File: config.mk
export PLATFORM = sky130hd
export DESIGN_NAME = stable_sorted_priority_queue
export DESIGN_NICKNAME = d
export VERILOG_FILES = /design/src/design/spq_pkg.sv /design/src/design/spq_cell.sv /design/src/design/stable_sorted_priority_queue.sv
export SDC_FILE = /design/constraint.sdc
export NUM_CORES = 2
export LEC_CHECK = 0
export BUFFER_PORTS_ARGS = -buffer_cell sky130_fd_sc_hd__buf_4
export CORE_MARGIN = 4
export CORE_UTILIZATION = 55
export DETAILED_ROUTE_END_ITERATION = 8
export PLACE_DENSITY = 0.71
export SETUP_SLACK_MARGIN = 0.3
export SLEW_MARGIN = 20
export SYNTH_ARGS = -nofsm -noshare
export SYNTH_HDL_FRONTEND = slang
export SYNTH_SLANG_ARGS = --single-unit
File: constraint.sdc
create_clock -name clk_i -period 14.6 [get_ports clk_i]
set_clock_uncertainty 0.15 [all_clocks]
set_input_delay 2.92 -clock clk_i [delete_from_list [all_inputs] [get_ports clk_i]]
set_output_delay 2.92 -clock clk_i [all_outputs]
set_load 0.02 [all_outputs]
File: src/design/spq_pkg.sv
// shared constants and types for the stable sorted priority queue
package spq_pkg;

  // default sizes
  localparam int unsigned QueueDepthDef = 16;
  localparam int unsigned KeyBitsDef    = 32;
  localparam int unsigned TagBitsDef    = 16;

  // operation codes on kind_i
  localparam logic KindInsert = 1'b0;
  localparam logic KindPop    = 1'b1;

  // result codes on outcome_o
  localparam logic [1:0] OutInserted = 2'd0;
  localparam logic [1:0] OutPopped   = 2'd1;
  localparam logic [1:0] OutEmpty    = 2'd2;
  localparam logic [1:0] OutFull     = 2'd3;

  // per-cycle command broadcast to every cell
  typedef struct packed {
    logic ins;
    logic pop;
  } cell_ctrl_t;

endpackage

File: src/design/spq_cell.sv
// one slot of the sorted shift chain: holds a key and a tag
module spq_cell #(
  parameter int unsigned KEY_BITS = spq_pkg::KeyBitsDef,
  parameter int unsigned TAG_BITS = spq_pkg::TagBitsDef
) (
  input  logic                clk_i,
  input  spq_pkg::cell_ctrl_t ctrl_i,
  input  logic                valid_i,
  input  logic [KEY_BITS-1:0] new_key_i,
  input  logic [TAG_BITS-1:0] new_tag_i,
  input  logic                left_gt_i,
  input  logic [KEY_BITS-1:0] left_key_i,
  input  logic [TAG_BITS-1:0] left_tag_i,
  input  logic [KEY_BITS-1:0] right_key_i,
  input  logic [TAG_BITS-1:0] right_tag_i,
  output logic                gt_o,
  output logic [KEY_BITS-1:0] key_o,
  output logic [TAG_BITS-1:0] tag_o
);

  logic [KEY_BITS-1:0] key_d, key_q;
  logic [TAG_BITS-1:0] tag_d, tag_q;

  // slot lies behind the insert point: empty, or strictly larger key
  assign gt_o = !valid_i || (key_q > new_key_i);

  // next content: keep, take new entry, shift from left or from right
  always_comb begin
    key_d = key_q;
    tag_d = tag_q;
    if (ctrl_i.ins) begin
      if (gt_o && !left_gt_i) begin
        key_d = new_key_i;
        tag_d = new_tag_i;
      end else if (gt_o) begin
        key_d = left_key_i;
        tag_d = left_tag_i;
      end
    end else if (ctrl_i.pop) begin
      key_d = right_key_i;
      tag_d = right_tag_i;
    end
  end

  // payload storage
  always_ff @(posedge clk_i) begin
    key_q <= key_d;
    tag_q <= tag_d;
  end

  assign key_o = key_q;
  assign tag_o = tag_q;

endmodule

File: src/design/stable_sorted_priority_queue.sv
// Sorted priority queue built as a chain of compare-and-shift cells. One command
// (insert or pop) is taken per clock cycle; busy_o stays low, and every
// command yields exactly one result in the cycle after its transfer, marked by
// done_o for a single cycle. All cells compare the new key against their own
// in parallel and shift in the same cycle, so the rate is one command per cycle
// at any depth; the key comparator in each cell sets the cycle time. Equal keys
// leave in arrival order. The receiver cannot hold results off.
module stable_sorted_priority_queue #(
  parameter int unsigned QUEUE_DEPTH = spq_pkg::QueueDepthDef,
  parameter int unsigned KEY_BITS    = spq_pkg::KeyBitsDef,
  parameter int unsigned TAG_BITS    = spq_pkg::TagBitsDef,
  localparam int unsigned CntW       = $clog2(QUEUE_DEPTH + 1)
) (
  input  logic                clk_i,
  input  logic                rst_ni,
  input  logic                start_i,
  output logic                busy_o,
  input  logic                kind_i,
  input  logic [KEY_BITS-1:0] due_key_i,
  input  logic [TAG_BITS-1:0] task_tag_i,
  output logic                done_o,
  output logic [1:0]          outcome_o,
  output logic [TAG_BITS-1:0] popped_tag_o,
  output logic [KEY_BITS-1:0] popped_key_o,
  output logic [CntW-1:0]     occupancy_o
);

  localparam logic [CntW-1:0] DepthC = CntW'(QUEUE_DEPTH);

  logic [CntW-1:0]     count_d, count_q;
  logic                done_q;
  logic [1:0]          outcome_d, outcome_q;
  logic [TAG_BITS-1:0] ptag_d, ptag_q;
  logic [KEY_BITS-1:0] pkey_d, pkey_q;

  logic                accept, full, empty;
  spq_pkg::cell_ctrl_t ctrl;

  logic [QUEUE_DEPTH-1:0] valid_v, gt_v;
  logic [KEY_BITS-1:0]    key_v [QUEUE_DEPTH];
  logic [TAG_BITS-1:0]    tag_v [QUEUE_DEPTH];

  assign busy_o = 1'b0;
  assign accept = start_i && !busy_o;
  assign full   = (count_q == DepthC);
  assign empty  = (count_q == '0);

  // command decode
  always_comb begin
    ctrl.ins = accept && (kind_i == spq_pkg::KindInsert) && !full;
    ctrl.pop = accept && (kind_i == spq_pkg::KindPop) && !empty;
  end

  // cell chain
  for (genvar i = 0; i < QUEUE_DEPTH; i++) begin : g_cell
    logic                lgt;
    logic [KEY_BITS-1:0] lkey, rkey;
    logic [TAG_BITS-1:0] ltag, rtag;

    assign valid_v[i] = (CntW'(i) < count_q);

    if (i == 0) begin : g_first
      assign lgt  = 1'b0;
      assign lkey = '0;
      assign ltag = '0;
    end else begin : g_mid
      assign lgt  = gt_v[i-1];
      assign lkey = key_v[i-1];
      assign ltag = tag_v[i-1];
    end

    if (i == QUEUE_DEPTH - 1) begin : g_last
      assign rkey = '0;
      assign rtag = '0;
    end else begin : g_inner
      assign rkey = key_v[i+1];
      assign rtag = tag_v[i+1];
    end

    spq_cell #(
      .KEY_BITS(KEY_BITS),
      .TAG_BITS(TAG_BITS)
    ) u_cell (
      .clk_i      (clk_i),
      .ctrl_i     (ctrl),
      .valid_i    (valid_v[i]),
      .new_key_i  (due_key_i),
      .new_tag_i  (task_tag_i),
      .left_gt_i  (lgt),
      .left_key_i (lkey),
      .left_tag_i (ltag),
      .right_key_i(rkey),
      .right_tag_i(rtag),
      .gt_o       (gt_v[i]),
      .key_o      (key_v[i]),
      .tag_o      (tag_v[i])
    );
  end

  // occupancy and result formation
  always_comb begin
    count_d   = count_q;
    outcome_d = spq_pkg::OutInserted;
    ptag_d    = '0;
    pkey_d    = '0;
    if (kind_i == spq_pkg::KindInsert) begin
      if (full) begin
        outcome_d = spq_pkg::OutFull;
      end else begin
        count_d = count_q + CntW'(1);
      end
    end else begin
      if (empty) begin
        outcome_d = spq_pkg::OutEmpty;
      end else begin
        outcome_d = spq_pkg::OutPopped;
        ptag_d    = tag_v[0];
        pkey_d    = key_v[0];
        count_d   = count_q - CntW'(1);
      end
    end
  end

  // control registers
  always_ff @(posedge clk_i or negedge rst_ni) begin
    if (!rst_ni) begin
      count_q <= '0;
      done_q  <= 1'b0;
    end else begin
      done_q <= accept;
      if (accept) begin
        count_q <= count_d;
      end
    end
  end

  // result payload
  always_ff @(posedge clk_i) begin
    if (accept) begin
      outcome_q <= outcome_d;
      ptag_q    <= ptag_d;
      pkey_q    <= pkey_d;
    end
  end

  assign done_o       = done_q;
  assign outcome_o    = outcome_q;
  assign popped_tag_o = ptag_q;
  assign popped_key_o = pkey_q;
  assign occupancy_o  = count_q;

endmodule

==> results.yml <==
status:
  status: "completed"
detailed_routing:
  totalWireLength_um: 190000
  avgRoutedWirePerCell_um: 29.0
  dr.pass1.iters: 6
  vias: 46248
  drc: 0
  detail-route-antenna-nets: 0
  vias_per_cell: 7.06
  drt_iter0_drc: 6744
sta:
  drv_slew: 0
  rsz0062_at_grt: "no"
  worst_pin_slew_ns: 1.26
  min_period_over_period_pct: 56.5
  tns_ns: 0
  setup_violations: 0
  fin_crit_ns: 8.25
  fmax_ghz: 0.121
  max-slew-margin-rel_pct: 14.9
  hold_viol_final: 0
synth:
  async_flop_share_pct: 0.728
  yosysUniqueCellTypes: 65
  ys.flop_type: "edfxtp_1"
  syn_inst: 5337
  syn-cell-area_um2: 52200
  syn_nets: 5904
  syn_avg_cell_area_um2: 9.78
  ys_ff_latch: 824
  yosysTopAreaCell: "edfxtp_1"
  synth_top_area_share_pct: 47.0
  synthTopCellsByArea: "edfxtp_1 47%, ha_1 12%, a21oi_1 4.9%, o21ai_0 4.6%, nand2_1 4.1%"
  synth_common_cells: "818 x edfxtp_1, 574 x nand2_1, 515 x ha_1"
  ys_warn_count: 0
  synth_most_common_cell: "edfxtp_1"
  yosysSeqAreaShare_pct: 47.3
  synth_edf_count: 818
placed_design:
  dpl.cell_count: 6368
  dpl_cell_area_um2: 54100
  dpl.hpwl_um: 125000
  io_buffers: 107
  place_congestion: 0.955
cts:
  holdBufCountCts: 0
  clkSinkCount: 824
  numCtsBuffers: 94
  cts.clk_slew.worst_paths_ns: 0.06
  root_buffer: "clkbuf_16"
  cts_resized: 0
  post-cts-setup-buffer-count: 0
  clockBufferDepth: 3
  cts_tree: "done"
  insertion_delay_ns: 0.70
  cts_max_level: 3
global_routing:
  grt_max_degree: 172
  grt_pass1_wl_um: 282000
  grt_pass1_vias: 44072
  antenna_found_initial: 6
  overflow: 0
  grt_usage_pct: 37.2
power:
  power_density_nw_per_um2: 171
  vdd_ir_drop_max_mv: 0.132
  finalPower_uw: 9800
  power.leakage_uw: 0.0220
finish:
  area_growth_syn_to_layout_pct: 9.50
  instances_no_fill: 6547
  fin_nets: 5779
  layout-drive-gt1-share_pct: 7.70
  design_area_um2: 57200
  fin_util_pct: 61.0
setup_path:
  criticalPathCategory: "input port to flip-flop"
  cp-end-kind: "flip-flop"
  worst-endpoint-required_ns: 14.76
  cp_max_fo: 97
  critPathArrivalTime_ns: 8.40
  startpoint_type: "input port"
floorplanning:
  ios: 109
  die_area_um2: 99900
  core-area_um2: 93700
  rows: 112
  die_y_um: 316
  die_width_um: 316
  start_util_pct: 55.7
hold_path:
  hp-class: "flip-flop to flip-flop"
run:
  maxCapViolations: 0
final cells by class:
| class | instances | area (um^2) |
|---|---|---|
| inverters | 70 | 263 |
| clock buffers | 106 | 2420 |
| diodes | 4 | 10.0 |
| multi-input cells | 4008 | 25900 |
| well taps | 1254 | 1570 |
| repair buffers | 214 | 1700 |
| fillers | 7800 | 36600 |
| flip-flops and latches | 824 | 24700 |
| clock inverters | 67 | 567 |
worst paths after layout:
path                       cells past startpoint                         end  slack [ns]                       start
setup / recovery                              14  g_cell[0].u_cell.key_o[30]        6.35               due_key_i[15]
setup reg to reg                              11  g_cell[0].u_cell.key_o[30]        8.59  g_cell[0].u_cell.key_o[14]
hold reg to reg                                2  g_cell[14].u_cell.tag_o[0]        0.39  g_cell[15].u_cell.tag_o[0]
hold / removal                                 2  g_cell[14].u_cell.tag_o[0]        0.39  g_cell[15].u_cell.tag_o[0]
min in group asynchronous                      1              occupancy_o[3]        1.88                      rst_ni
max in group asynchronous                      1              occupancy_o[0]       12.31                      rst_ni
routing by layer:
layer	track usage (%)	part of all wire [%]	routed length, um
met1	49.8	38	71800
met2	56.6	44	82700
met3	8.01	12	22300
met4	20.3	6.7	12700
met5	0	0.015	28
kinds of logic after synthesis:
| logic type | synth area share (%) |
|---|---|
| DFF | 47.3 |
| muxes | 3.74 |
| other | 0.00718 |
| xor gates and xnor gates | 0.0839 |
| buffers and inverters | 3.76 |
| and+or+nand+nor | 13.5 |
| adders and majority gates | 12.3 |
| AOI/OAI and AO/OA | 19.3 |
critical path: stages:
cell,delay [ns]
buf_4,0.16
inv_1,0.13
buf_4,0.23
ha_1,0.32
nand4_1,0.20
nor4_1,0.92
o21ai_0,0.36
o211ai_1,0.40
a221oi_1,0.36
a31oi_4,0.21
buf_4,0.87
nor2_1,0.21
nor2_4,0.13
buf_4,0.80
flip-flops by register name, summed over array words and instances (netlist names):
name	flops
g_cell.u_cell.tag_o	256
popped_key_o	32
occupancy_o	5
outcome_o	2
popped_tag_o	16
g_cell.u_cell.key_o	512
done_o	1
through the flow:
stage / hold WS (ns) / worst slack [ns]
after floorplan: 0.362 / 6.49
after global placement: 0.373 / 6.10
after detailed placement: 0.380 / 6.03
after CTS: 0.389 / 6.74
after global routing: 0.398 / 6.49
final: 0.389 / 6.35
cells in the final DEF, fill, tap and decap left out, types with 9 or more instances in the layout:
| cell type | netlist | layout |
|---|---|---|
| a211oi_1 | 13 | 12 |
| a21o_1 | 76 | 76 |
| a21oi_1 | 509 | 494 |
| a21oi_4 | 0 | 15 |
| a31oi_1 | 342 | 340 |
| and2_1 | 53 | 51 |
| buf_4 | 1 | 206 |
| bufinv_16 | 0 | 9 |
| clkbuf_1 | 370 | 11 |
| clkbuf_16 | 0 | 95 |
| clkinv_1 | 0 | 23 |
| clkinv_2 | 0 | 24 |
| edfxtp_1 | 818 | 818 |
| ha_1 | 515 | 515 |
| inv_1 | 70 | 70 |
| mux2i_1 | 193 | 193 |
| nand2_1 | 574 | 572 |
| nand3_1 | 267 | 267 |
| nand3b_1 | 18 | 18 |
| nand4_1 | 110 | 110 |
| nor2_1 | 414 | 409 |
| nor2b_1 | 18 | 18 |
| nor3_1 | 21 | 20 |
| nor4_1 | 21 | 20 |
| o211ai_1 | 217 | 217 |
| o21a_1 | 10 | 9 |
| o21ai_0 | 481 | 480 |
| o21ai_1 | 22 | 21 |
| or3_1 | 35 | 34 |
power by group:
part | switching (uW) | internal (uW) | leakage, uW
clock | 1040 | 1350 | 0.00147
combinational | 2740 | 1080 | 0.0127
sequential | 349 | 3250 | 0.00787
Note: power is estimated with default switching activity, not from simulation.
